**src/hw/rtl/rlpf_pkg.sv**
```systemverilog
// ----------------------------------------------------------------------------
// rlpf_pkg
// Shared types, codes and helper functions for the random LED pattern fader.
// ----------------------------------------------------------------------------
package rlpf_pkg;

  localparam int RGB_W     = 24;
  localparam int PAL_SLOTS = 6;
  localparam int MASK_W    = 6;
  localparam int GEN_W     = 16;

  // item modes, carried in tuser
  localparam logic [1:0] MODE_FADE = 2'd0;
  localparam logic [1:0] MODE_SET  = 2'd1;
  localparam logic [1:0] MODE_ADV  = 2'd2;

  // configuration register indexes
  localparam logic [2:0] REG_MIN_LIT   = 3'd0;
  localparam logic [2:0] REG_PAL_COUNT = 3'd1;
  localparam logic [2:0] REG_PAL_0     = 3'd2;
  localparam logic [2:0] REG_PAL_1     = 3'd3;
  localparam logic [2:0] REG_PAL_2     = 3'd4;
  localparam logic [2:0] REG_PAL_3     = 3'd5;
  localparam logic [2:0] REG_PAL_4     = 3'd6;
  localparam logic [2:0] REG_PAL_5     = 3'd7;

  localparam logic [2:0]       MAX_COUNT    = 3'd6;
  localparam logic [GEN_W-1:0] GEN_SEED     = 16'h00BF;
  localparam logic [GEN_W-1:0] GEN_ALL_ON   = 16'h003F;
  localparam logic [GEN_W-1:0] SEARCH_LAST  = 16'd65534;

  // request from the sequencer to the pattern search unit
  typedef struct packed {
    logic       start;
    logic [2:0] need;
  } srch_req_t;

  function automatic logic [GEN_W-1:0] xs_next(input logic [GEN_W-1:0] s);
    logic [GEN_W-1:0] a;
    logic [GEN_W-1:0] b;
    a = s ^ (s >> 7);
    b = a ^ (a << 9);
    return b ^ (b >> 13);
  endfunction

  function automatic logic [2:0] ones6(input logic [MASK_W-1:0] v);
    logic [2:0] n;
    n = '0;
    for (int i = 0; i < MASK_W; i++) begin
      n = n + 3'(v[i]);
    end
    return n;
  endfunction

  function automatic logic [7:0] step_byte(input logic [7:0] c, input logic [7:0] t);
    logic [7:0] r;
    r = c;
    if (c > t) r = c - 8'd1;
    else if (c < t) r = c + 8'd1;
    return r;
  endfunction

  function automatic logic [RGB_W-1:0] fade_color(input logic [RGB_W-1:0] c,
                                                  input logic [RGB_W-1:0] t);
    return {step_byte(c[23:16], t[23:16]),
            step_byte(c[15:8],  t[15:8]),
            step_byte(c[7:0],   t[7:0])};
  endfunction

endpackage

```
**src/hw/rtl/rlpf_search.sv**
```systemverilog
// ----------------------------------------------------------------------------
// rlpf_search
// Xorshift16 generator and the search for the next acceptable lit pattern,
// one generator step per cycle.
// ----------------------------------------------------------------------------
module rlpf_search import rlpf_pkg::*; (
  input  logic              clk,
  input  logic              rst_n,
  input  srch_req_t         req,
  output logic              done,
  output logic [MASK_W-1:0] lit_mask
);

  logic [GEN_W-1:0]  gen_r,   gen_nxt;
  logic [MASK_W-1:0] prev_r,  prev_nxt;
  logic [GEN_W-1:0]  tries_r, tries_nxt;
  logic [2:0]        need_r,  need_nxt;
  logic              busy_r,  busy_nxt;
  logic              done_r,  done_nxt;
  logic [GEN_W-1:0]  step;
  logic              hit;

  assign step = xs_next(gen_r);
  assign hit  = (ones6(step[MASK_W-1:0]) >= need_r) && (step[MASK_W-1:0] != prev_r);

  always_comb begin
    gen_nxt   = gen_r;
    prev_nxt  = prev_r;
    tries_nxt = tries_r;
    need_nxt  = need_r;
    busy_nxt  = busy_r;
    done_nxt  = 1'b0;
    if (req.start) begin
      need_nxt  = req.need;
      tries_nxt = '0;
      if (req.need >= MAX_COUNT) begin
        gen_nxt  = GEN_ALL_ON;
        prev_nxt = GEN_ALL_ON[MASK_W-1:0];
        done_nxt = 1'b1;
      end else if (req.need == 3'd0) begin
        prev_nxt = gen_r[MASK_W-1:0];
        done_nxt = 1'b1;
      end else begin
        busy_nxt = 1'b1;
      end
    end else if (busy_r) begin
      gen_nxt   = step;
      tries_nxt = tries_r + 16'd1;
      // give up after the last allowed step and keep that state
      if (hit || tries_r == SEARCH_LAST) begin
        busy_nxt = 1'b0;
        prev_nxt = step[MASK_W-1:0];
        done_nxt = 1'b1;
      end
    end
  end

  always_ff @(posedge clk) begin
    if (!rst_n) begin
      gen_r  <= GEN_SEED;
      prev_r <= '0;
      busy_r <= 1'b0;
      done_r <= 1'b0;
    end else begin
      gen_r  <= gen_nxt;
      prev_r <= prev_nxt;
      busy_r <= busy_nxt;
      done_r <= done_nxt;
    end
  end

  always_ff @(posedge clk) begin
    tries_r <= tries_nxt;
    need_r  <= need_nxt;
  end

  assign done     = done_r;
  assign lit_mask = gen_r[MASK_W-1:0];

endmodule

```
**src/hw/rtl/random_led_pattern_fader.sv**
```systemverilog
// ----------------------------------------------------------------------------
// random_led_pattern_fader
// Colour fader for up to six RGB LEDs with a randomly chosen lit pattern.
// ----------------------------------------------------------------------------
// Usage:
//   in_* carries one command item: tuser is the mode (fade tick, set target,
//   advance pattern), tdata the LED index and the random sample. out_* gives
//   the result items, tlast on the last result of each command.
//   cfg_* writes min_lit, palette_count and the six palette colours; write
//   only while the block is idle.
// Timing:
//   one item at a time. A fade tick reads each LED's current and target
//   colour from the colour memory, one LED per cycle while the output
//   accepts, and emits NUM_LEDS items back to back. Set target reads the
//   entry, then modifies and writes it. Advance pattern runs the xorshift
//   search, one generator step per cycle (up to 65535 steps), then copies
//   targets to current colours, one LED after another.
// Reset clears all colours to black (per-entry valid bits, no clearing pass)
// and loads the generator seed and the register defaults. A stalled receiver
// holds the sequencer; a new command is taken as soon as the sequencer is
// idle, even while the last result still waits in the output register.
// ----------------------------------------------------------------------------
module random_led_pattern_fader import rlpf_pkg::*; #(
  parameter int NUM_LEDS = 6
) (
  input  logic        clk,
  input  logic        rst_n,
  input  logic        in_tvalid,
  output logic        in_tready,
  input  logic [7:0]  in_tdata,   // led_index[2:0], random_sample[5:3]
  input  logic [1:0]  in_tuser,   // mode[1:0]
  output logic        out_tvalid,
  input  logic        out_tready,
  output logic [39:0] out_tdata,  // led_number[2:0], color[26:3], accepted[27],
                                  // lit_mask[33:28]
  output logic        out_tlast,
  input  logic        cfg_we,
  input  logic [2:0]  cfg_addr,
  input  logic [23:0] cfg_wdata
);

  localparam int AW = (NUM_LEDS > 1) ? $clog2(NUM_LEDS) : 1;
  localparam logic [AW-1:0] LAST_LED = AW'(NUM_LEDS - 1);
  localparam int EW = 2 * RGB_W;

  localparam logic [2:0] S_IDLE = 3'd0;
  localparam logic [2:0] S_FADE = 3'd1;
  localparam logic [2:0] S_SET  = 3'd2;
  localparam logic [2:0] S_SRCH = 3'd3;
  localparam logic [2:0] S_COPY = 3'd4;
  localparam logic [2:0] S_POST = 3'd5;

  // configuration registers
  logic [2:0]       min_lit_r;
  logic [2:0]       pal_cnt_r;
  logic [RGB_W-1:0] pal_r [PAL_SLOTS];

  always_ff @(posedge clk) begin
    if (!rst_n) begin
      min_lit_r <= 3'd5;
      pal_cnt_r <= 3'd3;
      pal_r[0]  <= 24'hFFFFFF;
      pal_r[1]  <= 24'h666666;
      pal_r[2]  <= 24'h66FFFF;
      pal_r[3]  <= '0;
      pal_r[4]  <= '0;
      pal_r[5]  <= '0;
    end else if (cfg_we) begin
      unique case (cfg_addr)
        REG_MIN_LIT:   min_lit_r <= cfg_wdata[2:0];
        REG_PAL_COUNT: pal_cnt_r <= cfg_wdata[2:0];
        REG_PAL_0:     pal_r[0]  <= cfg_wdata;
        REG_PAL_1:     pal_r[1]  <= cfg_wdata;
        REG_PAL_2:     pal_r[2]  <= cfg_wdata;
        REG_PAL_3:     pal_r[3]  <= cfg_wdata;
        REG_PAL_4:     pal_r[4]  <= cfg_wdata;
        REG_PAL_5:     pal_r[5]  <= cfg_wdata;
        default: ;
      endcase
    end
  end

  // colour memory: each entry holds {current, target}
  logic [EW-1:0]       mem [NUM_LEDS];
  logic [NUM_LEDS-1:0] vld_r;
  logic [EW-1:0]       q_r;
  logic                qv_r;
  logic                mem_re, mem_we;
  logic [AW-1:0]       mem_ra, mem_wa;
  logic [EW-1:0]       mem_wd;

  always_ff @(posedge clk) begin
    if (mem_we) begin
      mem[mem_wa] <= mem_wd;
    end
    if (mem_re) begin
      q_r <= mem[mem_ra];
    end
  end

  always_ff @(posedge clk) begin
    if (!rst_n) begin
      vld_r <= '0;
      qv_r  <= 1'b0;
    end else begin
      if (mem_we) vld_r[mem_wa] <= 1'b1;
      if (mem_re) qv_r <= vld_r[mem_ra];
    end
  end

  // an entry never written reads as black
  logic [RGB_W-1:0] ent_cur, ent_tgt;
  assign ent_cur = qv_r ? q_r[EW-1:RGB_W] : '0;
  assign ent_tgt = qv_r ? q_r[RGB_W-1:0]  : '0;

  // pattern search unit
  srch_req_t         req;
  logic              srch_done;
  logic [MASK_W-1:0] lit_mask;

  rlpf_search u_search (
    .clk      (clk),
    .rst_n    (rst_n),
    .req      (req),
    .done     (srch_done),
    .lit_mask (lit_mask)
  );

  // sequencer
  logic [2:0]    state_r, state_nxt;
  logic [AW-1:0] cnt_r,   cnt_nxt;
  logic          set_ok_r,  set_ok_nxt;
  logic [2:0]    set_idx_r, set_idx_nxt;
  logic [2:0]    set_smp_r, set_smp_nxt;

  logic              out_valid_r;
  logic [39:0]       out_data_r;
  logic              out_last_r;
  logic              out_free;
  logic              emit;
  logic [2:0]        emit_led;
  logic [RGB_W-1:0]  emit_color;
  logic              emit_acc;
  logic              emit_last;

  logic [RGB_W-1:0]  fade_c;
  logic [2:0]        count;
  logic [2:0]        smp_m1;
  logic [RGB_W-1:0]  pal_sel;
  logic              led_lit;
  logic              idx_ok;

  assign out_free  = !out_valid_r || out_tready;
  assign in_tready = (state_r == S_IDLE);
  assign fade_c    = fade_color(ent_cur, ent_tgt);
  assign count     = (pal_cnt_r > MAX_COUNT) ? MAX_COUNT : pal_cnt_r;
  assign smp_m1    = set_smp_r - 3'd1;
  assign pal_sel   = (smp_m1 < 3'(PAL_SLOTS)) ? pal_r[smp_m1] : '0;
  assign led_lit   = lit_mask[set_idx_r[AW-1:0]];
  assign idx_ok    = in_tdata[2:0] < 3'(NUM_LEDS);

  always_comb begin
    state_nxt   = state_r;
    cnt_nxt     = cnt_r;
    set_ok_nxt  = set_ok_r;
    set_idx_nxt = set_idx_r;
    set_smp_nxt = set_smp_r;
    mem_re      = 1'b0;
    mem_ra      = cnt_r;
    mem_we      = 1'b0;
    mem_wa      = cnt_r;
    mem_wd      = '0;
    emit        = 1'b0;
    emit_led    = '0;
    emit_color  = '0;
    emit_acc    = 1'b0;
    emit_last   = 1'b1;
    req         = '0;
    unique case (state_r)
      S_IDLE: begin
        if (in_tvalid) begin
          case (in_tuser)
            MODE_FADE: begin
              mem_re    = 1'b1;
              mem_ra    = '0;
              cnt_nxt   = '0;
              state_nxt = S_FADE;
            end
            MODE_SET: begin
              set_ok_nxt  = idx_ok;
              set_idx_nxt = in_tdata[2:0];
              set_smp_nxt = in_tdata[5:3];
              mem_re      = idx_ok;
              mem_ra      = in_tdata[AW-1:0];
              state_nxt   = S_SET;
            end
            MODE_ADV: begin
              req.start = 1'b1;
              req.need  = (min_lit_r > MAX_COUNT) ? MAX_COUNT : min_lit_r;
              state_nxt = S_SRCH;
            end
            default: ;  // unused mode, dropped
          endcase
        end
      end
      S_FADE: begin
        if (out_free) begin
          mem_we     = 1'b1;
          mem_wd     = {fade_c, ent_tgt};
          emit       = 1'b1;
          emit_led   = 3'(cnt_r);
          emit_color = fade_c;
          emit_last  = (cnt_r == LAST_LED);
          if (cnt_r == LAST_LED) begin
            state_nxt = S_IDLE;
          end else begin
            // next entry read overlaps this write, always a different address
            mem_re  = 1'b1;
            mem_ra  = cnt_r + AW'(1);
            cnt_nxt = cnt_r + AW'(1);
          end
        end
      end
      S_SET: begin
        if (out_free) begin
          emit      = 1'b1;
          emit_led  = set_idx_r;
          state_nxt = S_IDLE;
          if (set_ok_r) begin
            mem_we     = 1'b1;
            mem_wa     = set_idx_r[AW-1:0];
            emit_color = ent_tgt;
            if (!led_lit) begin
              emit_color = '0;
              emit_acc   = 1'b1;
            end else if (set_smp_r != 3'd0 && set_smp_r <= count) begin
              emit_color = pal_sel;
              emit_acc   = 1'b1;
            end
            mem_wd = {ent_cur, emit_color};
          end
        end
      end
      S_SRCH: begin
        if (srch_done) begin
          mem_re    = 1'b1;
          mem_ra    = '0;
          cnt_nxt   = '0;
          state_nxt = S_COPY;
        end
      end
      S_COPY: begin
        mem_we = 1'b1;
        mem_wd = {ent_tgt, ent_tgt};
        if (cnt_r == LAST_LED) begin
          state_nxt = S_POST;
        end else begin
          mem_re  = 1'b1;
          mem_ra  = cnt_r + AW'(1);
          cnt_nxt = cnt_r + AW'(1);
        end
      end
      S_POST: begin
        if (out_free) begin
          emit      = 1'b1;
          state_nxt = S_IDLE;
        end
      end
      default: state_nxt = S_IDLE;
    endcase
  end

  always_ff @(posedge clk) begin
    if (!rst_n) begin
      state_r     <= S_IDLE;
      cnt_r       <= '0;
      out_valid_r <= 1'b0;
    end else begin
      state_r <= state_nxt;
      cnt_r   <= cnt_nxt;
      if (emit) out_valid_r <= 1'b1;
      else if (out_tready) out_valid_r <= 1'b0;
    end
  end

  always_ff @(posedge clk) begin
    set_ok_r  <= set_ok_nxt;
    set_idx_r <= set_idx_nxt;
    set_smp_r <= set_smp_nxt;
    if (emit) begin
      out_data_r <= {6'd0, lit_mask, emit_acc, emit_color, emit_led};
      out_last_r <= emit_last;
    end
  end

  assign out_tvalid = out_valid_r;
  assign out_tdata  = out_data_r;
  assign out_tlast  = out_last_r;

`ifndef NO_ASSERTIONS
  a_no_rw_clash: assert property (@(posedge clk) disable iff (!rst_n)
    mem_we && mem_re |-> mem_wa != mem_ra)
    else $error("colour memory read and write hit the same entry");

  a_cnt_range: assert property (@(posedge clk) disable iff (!rst_n)
    cnt_r <= LAST_LED)
    else $error("LED counter beyond last LED");

  a_no_emit_over_full: assert property (@(posedge clk) disable iff (!rst_n)
    emit |-> out_free)
    else $error("result written over an item not yet taken");

  a_adv_starts_search: assert property (@(posedge clk) disable iff (!rst_n)
    in_tvalid && in_tready && in_tuser == MODE_ADV |=> state_r == S_SRCH)
    else $error("advance item did not start the search");
`endif

endmodule
```
**config.mk**
```make
export PLATFORM = sky130hd
export DESIGN_NAME = random_led_pattern_fader
export DESIGN_NICKNAME = d
export VERILOG_FILES = /design/src/hw/rtl/rlpf_pkg.sv /design/src/hw/rtl/rlpf_search.sv /design/src/hw/rtl/random_led_pattern_fader.sv
export SDC_FILE = /design/constraint.sdc
export NUM_CORES = 1
export LEC_CHECK = 0
export ABC_CLOCK_PERIOD_IN_PS = 8900
export BUFFER_PORTS_ARGS = -buffer_cell sky130_fd_sc_hd__buf_4
export CAP_MARGIN = 20
export CORE_MARGIN = 4
export CORE_UTILIZATION = 40
export DETAILED_ROUTE_END_ITERATION = 6
export PLACE_DENSITY = 0.62
export SLEW_MARGIN = 10
export SYNTH_ARGS = -nofsm -noshare
export SYNTH_HDL_FRONTEND = slang
export SYNTH_SLANG_ARGS = --single-unit
export TNS_END_PERCENT = 50
```
**constraint.sdc**
```tcl
create_clock -name clk -period 8.9 [get_ports clk]
set_clock_uncertainty 0.05 [all_clocks]
set_input_delay 1.335 -clock clk [delete_from_list [all_inputs] [get_ports clk]]
set_output_delay 1.335 -clock clk [all_outputs]
set_load 0.03 [all_outputs]
```
; ---- Yosys cells after proc, flatten, opt, wreduce, memory -nomap -nowiden
; Memories as Yosys holds them, arrays and structs flattened. A register that Yosys moved wholly into a read port is not among the register bits.
; Cells that the tools add are included.
[word_totals]
inputBits = 42
elab_cells = 237
reg_bits = 105
mem_count = 2
ram_bits = 432
[memory_table]
columns = memory, depth, width, read_ports, rd_ports_with_merged_regs, wr, line
row1 = mem, 6, 48, 1, 1, 1, random_led_pattern_fader.sv:84  ; logic [EW-1:0] mem [NUM_LEDS];
row2 = pal_r, 6, 24, 1, 0, 6, random_led_pattern_fader.sv:56  ; logic [RGB_W-1:0] pal_r [PAL_SLOTS];
[classes]
eq_ne = 29
bitwise = 10
magnitude_cmp = 17
mux = 119
reduce_logical = 27
n_addsub = 14
[op_table]
columns = op, count
row1 = $mux W24, 14
row2 = $mux W48, 3
row3 = $pmux W48 S3, 1
row4 = $mux W3, 19
row5 = $mux W1, 52
row6 = $mux W16, 3
row7 = $mux W8, 6
row8 = $pmux W24 S2, 1
row9 = $mux W6, 5
row10 = $add A8 B1 Y8 const B, 3
row11 = $gt A8 B8 Y1, 3
row12 = $lt A8 B8 Y1, 3
row13 = $pmux W3 S4, 2
row14 = $sub A8 B1 Y8 const B, 3
row15 = $eq A3 B3 Y1 const B, 7
row16 = $add A16 B1 Y16 const B, 1
row17 = $eq A16 B16 Y1 const B, 1
row18 = $xor A16 B16 Y16, 1
row19 = $xor A16 B3 Y16, 1
row20 = $xor A16 B9 Y16, 1
row21 = $pmux W3 S5, 1
row22 = $add A3 B1 Y3, 4
row23 = $eq A3 B2 Y1 const B, 4
row24 = $lt A3 B4 Y1 const B, 3
row25 = other kinds (40), 74

; ---- Longest topological paths before layout
[depth]
depth_word = 14
ltp_mapped = 17

; ---- By module
; A second synthesis with hierarchy kept.
[hier_totals]
hier_cells = 2051
hier_area_um2 = 27197.3
[modules_own_cells]
columns = module, area_each_um2, instances, seq_area_each_um2, cells_per_inst
row1 = random_led_pattern_fader, 24743.7, 1, 16075.4, 1785
row2 = rlpf_search, 2453.6, 1, 890.9, 266

; ---- Worst setup path before layout
; No wires, ideal clock.
[synth_timing]
path_kind = input to register
start = input port out_tready
end = memory mem[5][0] in the netlist's numbering (enable)
cell_stages = 6
arrival_time_ns = 4.221
path_slack_ns = 4.174
path_cell_list = and2b_1 o21ai_2 and2_0 buf_2 a22oi_1 nor2_1
[synth_via]
elab_chain_cells = 5
word_cells_on_any_way = 8
classes_between = mux (7) / reduce/logical (1)
[synth_lines]
columns = item, line
row1 = "start, declared", random_led_pattern_fader.sv:33  ; input logic out_tready,
row2 = $logic_or A1 B1 Y1 (*), random_led_pattern_fader.sv:153  ; assign out_free = !out_valid_r || out_tready;
row3 = $mux W1 (on tied branches), "random_led_pattern_fader.sv:225, random_led_pattern_fader.sv:207"
row4 = $pmux W1 S3, random_led_pattern_fader.sv:179  ; unique case (state_r)
row5 = $mux W1, random_led_pattern_fader.sv:93  ; if (mem_we) begin
row6 = $mux W1 (implied by the code), random_led_pattern_fader.sv:94  ; mem[mem_wa] <= mem_wd;
row7 = "end, declared", random_led_pattern_fader.sv:84
; Every way passes the cells marked *; elsewhere a longest branch is shown, timed or not.

; ---- Worst setup path in the final report
[layout_timing]
start = register set_smp_r[0]
end = memory mem[0][20] in the netlist's numbering (data pin)
[layout_via]
elab_chain_cells = 8
word_cells_on_any_way = 12
classes_between = add/sub (1) / order compare (2) / mux (6) / reduce/logical (2) / memory (1)
[layout_lines]
columns = item, line
row1 = "start, declared", random_led_pattern_fader.sv:134  ; logic [2:0] set_smp_r, set_smp_nxt;
row2 = "start signal, assigned", random_led_pattern_fader.sv:289  ; set_smp_r <= set_smp_nxt;
row3 = $sub A3 B1 Y3, random_led_pattern_fader.sv:157  ; assign smp_m1 = set_smp_r - 3'd1;
row4 = $mem_v2 Z6 W24 or $lt A3 B3 Y1 (tied branches), -
row5 = $mux W24, random_led_pattern_fader.sv:158  ; assign pal_sel = (smp_m1 < 3'(PAL_SLOTS)) ? pal_r[smp_m1] : '0;
row6 = $mux W24 (*), random_led_pattern_fader.sv:236  ; end else if (set_smp_r != 3'd0 && set_smp_r <= count) begin
row7 = $mux W24 (*), random_led_pattern_fader.sv:233  ; if (!led_lit) begin
row8 = $mux W48 (*), random_led_pattern_fader.sv:229  ; if (set_ok_r) begin
row9 = $mux W48 (*), random_led_pattern_fader.sv:225  ; if (out_free) begin
row10 = $pmux W48 S3 (*), random_led_pattern_fader.sv:179
row11 = via mem_wd[20], random_led_pattern_fader.sv:90  ; logic [EW-1:0] mem_wd;
; The timed path passes the listed nets; every way through them passes the cells marked *.

==> key figures <==
Critical path
  • Reg2reg setup slack: 4.05 ns
  • Top cell family by delay on the critical path: buffers and inverters
  • Reg2Reg Depth: 11
  • CP max FO: 49
  • CP max-delay cell: a221oi_1
  • Worst setup EP type: flip-flop
  • CP peak stage delay: 0.94 ns
  • Cells along the critical path: buf_4 -> inv_1 -> ha_1 -> a32oi_1 -> a21oi_1 -> buf_4 -> inv_1 -> buf_4 -> a221oi_1 -> a211o_1 -> o21ai_0
  • Critical path type: flip-flop to flip-flop
  • Worst Setup SP: set_smp_r[0]$_DFFE_PP_
  • Worst path bufs/invs: 5
  • Critical path's most frequent cell: buf_4
  • Reg2reg end: mem[0][20]$_DFFE_PP_
  • Reg2reg start: set_smp_r[0]$_DFFE_PP_
  • Worst Setup Start Kind: flip-flop
  • WP data required: 9.12 ns
  • Critical path endpoint: mem[0][20]$_DFFE_PP_
  • WP depth: 11
  • Worst Path Arrival: 5.07 ns

Clock network
  • CTS tree: yes
  • Clk buf depth: 3
  • Clock insertion delay at the later pin of the skew report: about 0.61 ns
  • Root Driver: clkbuf_16
  • Clk sinks: 585
  • H-tree Lvls: 2
  • Num CTS Buffers: 57
  • Resized cells post-CTS: 0
  • Cts hold-fix bufs: 0
  • Clk pin slew, worst setup/hold paths: 0.06 ns
  • # Post-CTS Setup Buffers: 0

Logic synthesis
  • Most frequent cell after synthesis: edfxtp_1
  • Synth Instances: 1972
  • Ys flop type: edfxtp_1
  • Area contributors post-synth: edfxtp_1, dfxtp_1, mux2_2
  • Synth cell count leaders: edfxtp_1, nand2_1, and2_1
  • Asr flop ratio synth: 0
  • Syn_area_per_cell: 13.5 µm²
  • Number of distinct library cells after synthesis: 78
  • YS warnings: 0
  • Synth top area share: 0.592
  • Seq cells post-synth: about 590
  • Cell Area, Synth: around 27000 µm²
  • Register area share after synthesis: 0.638
  • Post-synth EDFFs: 525
  • Dominant cell type by area after synthesis: edfxtp_1

Power and ir drop
  • Worst VDD drop: 0.217 mV
  • Pwr dens: 285 nW/µm²
  • Comb pwr share: 0.287
  • Seq pwr share: 0.437
  • Clk pwr share: 0.276
  • NetSw: 0.00279 W
  • Internal power: 0.00572 W
  • Leakage power: 10.3 nW
  • Switching Share: 0.328

Global routing
  • Initial antenna violation count: 7
  • Vias in the first global route: 17000
  • All-Layer GR Usage: 0.177
  • First-pass GRT wire length: 97600 µm
  • Pin count of the biggest net entering global routing: 75
  • Grt ovf: 0

STA
  • Worst hold slack: between 0.4 and 0.5 ns
  • Fin crit share: 0.545
  • Minimum clock period: 4.85 ns
  • Fin. Hold Viols: 0
  • Post-route setup TNS: 0 ns
  • Slew margin rel.: 0.219
  • Final setup violation count: 0
  • Final Slew Violations: 0
  • Worst slew pin tran: 1.17 ns
  • RSZ-0062 raised after global routing: no
  • Max frequency: about 0.21 GHz

Routing
  • WL/cell: 21.8 µm
  • Initial DRC count: about 1200
  • Remaining antenna violation count: 0
  • First-pass DRT Iterations: 5
  • Vias/cell: 5.61
  • Detailed Route WL: 63800 µm
  • Routed via count: 16400
  • DRC: 0

Placement
  • Gp weighted congestion: about 0.88
  • Port Buffers: 76
  • HPWL Detailed: 37900 µm

Layout
  • NumNets Final: 2109
  • Area growth, synth to finish: 12.3%
  • Ant. Diodes: 0
  • Share of cells above drive strength 1: 0.164

Flow run
  • # Max-Cap Violations: 0

Floorplanning
  • Initial core utilization: 0.404
  • Die H: ~270 µm
  • Die Width: ~270 µm
  • Io pins: 85
  • FP Rows: 94
  • Die area: 70700 µm²
  • Core area: 65900 µm²

Worst hold path
  • Type of the tightest min-delay check: flip-flop to flip-flop

Status
  • Status: completed
worst reg2reg max path: cells and delay by family, from the launching register on:
kind	cells	cell delay, ns
AOI/OAI and AO/OA	5	1.63
adders and majority gates	1	0.35
buffers and inverters	5	2.16
DFF	1	0.34
layout by cell type (no fill, tap or decap), types with 68 or more instances in the layout:
cell,netlist,final
nor2_1,94,83
nand2_1,129,128
edfxtp_1,525,525
or3_1,68,68
mux2_2,88,88
mux2i_1,96,96
o21ai_0,85,79
buf_4,13,103
a21oi_1,85,84
and2_1,107,107
metrics by stage:
stage | std cells | utilization | instance area, µm² | worst slack [ns] | power (W)
after floorplan | 1977 | - | 26600 | 4.17 | 0.00545
after global placement | 2822 | 0.426 | 28100 | 3.64 | 0.00614
after detailed placement | 2822 | 0.426 | 28100 | 3.59 | 0.00621
after CTS | 2924 | 0.453 | 29900 | 4.01 | 0.00856
after global routing | 2925 | 0.454 | 29900 | 3.70 | 0.00892
final | 2925 | 0.454 | 29900 | 4.05 | 0.00851
sequential cells by signal, indices dropped and copies added (netlist names), 3 cells and up:
register,flops
out_tdata,34
mem,288
pal_r,144
vld_r,6
u_search.need_r,3
min_lit_r,3
u_search.prev_r,6
state_r,3
cnt_r,3
u_search.gen_r,16
pal_cnt_r,3
q_r,48
u_search.tries_r,16
set_smp_r,3
set_idx_r,3
per-layer routing:
| metal | vias up | global-route usage | share of wire |
|---|---|---|---|
| li1 | 7584 | - | - |
| met3 | 113 | 0.0381 | 0.072 |
| met2 | 477 | 0.304 | 0.49 |
| met5 | - | 0 | 0.00060 |
| met1 | 8215 | 0.230 | 0.42 |
| met4 | 6 | 0.0470 | 0.021 |
cell families (layout without fill, tap and decap cells):
| family | Yosys count | count (layout) | share of synthesized area |
|---|---|---|---|
| other | 1 | 6 | 0.000141 |
| adder cells (fa/ha/maj) | 49 | 49 | 0.0239 |
| AO/OA/AOI/OAI | 378 | 378 | 0.0929 |
| flip-flops | 585 | 585 | 0.638 |
| XOR/XNOR | 47 | 47 | 0.0176 |
| AND/OR/NAND/NOR | 518 | 518 | 0.0998 |
| multiplexers | 220 | 220 | 0.0992 |
| buffers and inverters | 174 | 258 | 0.0289 |
final cells by class:
type                       instances  area, µm²
tap                              864       1080
sequential                       585      17000
clock buffer                      68       1490
timing repair buffer             104        801
clock inverter                    34        305
inverter                          52        195
fill                            5870      36000
multi-input combinational       1218       9050
worst min-delay path by stage:
| stage | cells past startpoint | slack [ns] | start | endpoint |
|---|---|---|---|---|
| after floorplan | 1 | 0.38 | vld_r[0]$_SDFFE_PN0P_ | vld_r[0]$_SDFFE_PN0P_ |
| after detailed placement | 1 | 0.40 | vld_r[1]$_SDFFE_PN0P_ | vld_r[1]$_SDFFE_PN0P_ |
| final | 1 | 0.41 | vld_r[1]$_SDFFE_PN0P_ | vld_r[1]$_SDFFE_PN0P_ |
| after CTS | 1 | 0.42 | vld_r[0]$_SDFFE_PN0P_ | vld_r[0]$_SDFFE_PN0P_ |
| after global routing | 1 | 0.44 | vld_r[1]$_SDFFE_PN0P_ | vld_r[1]$_SDFFE_PN0P_ |
| after global placement | 1 | 0.39 | vld_r[0]$_SDFFE_PN0P_ | vld_r[0]$_SDFFE_PN0P_ |
power groups by stage:
stage,Clock [W],Sequential (W),Combinational [W]
finish,0.00235,0.00372,0.00244
global route,0.00251,0.00376,0.00265
CTS,0.00240,0.00372,0.00244
detailed placement,0,0.00377,0.00243
global placement,0,0.00376,0.00238
floorplan,0,0.00384,0.00161
Note: power is estimated with default switching activity, not from simulation.
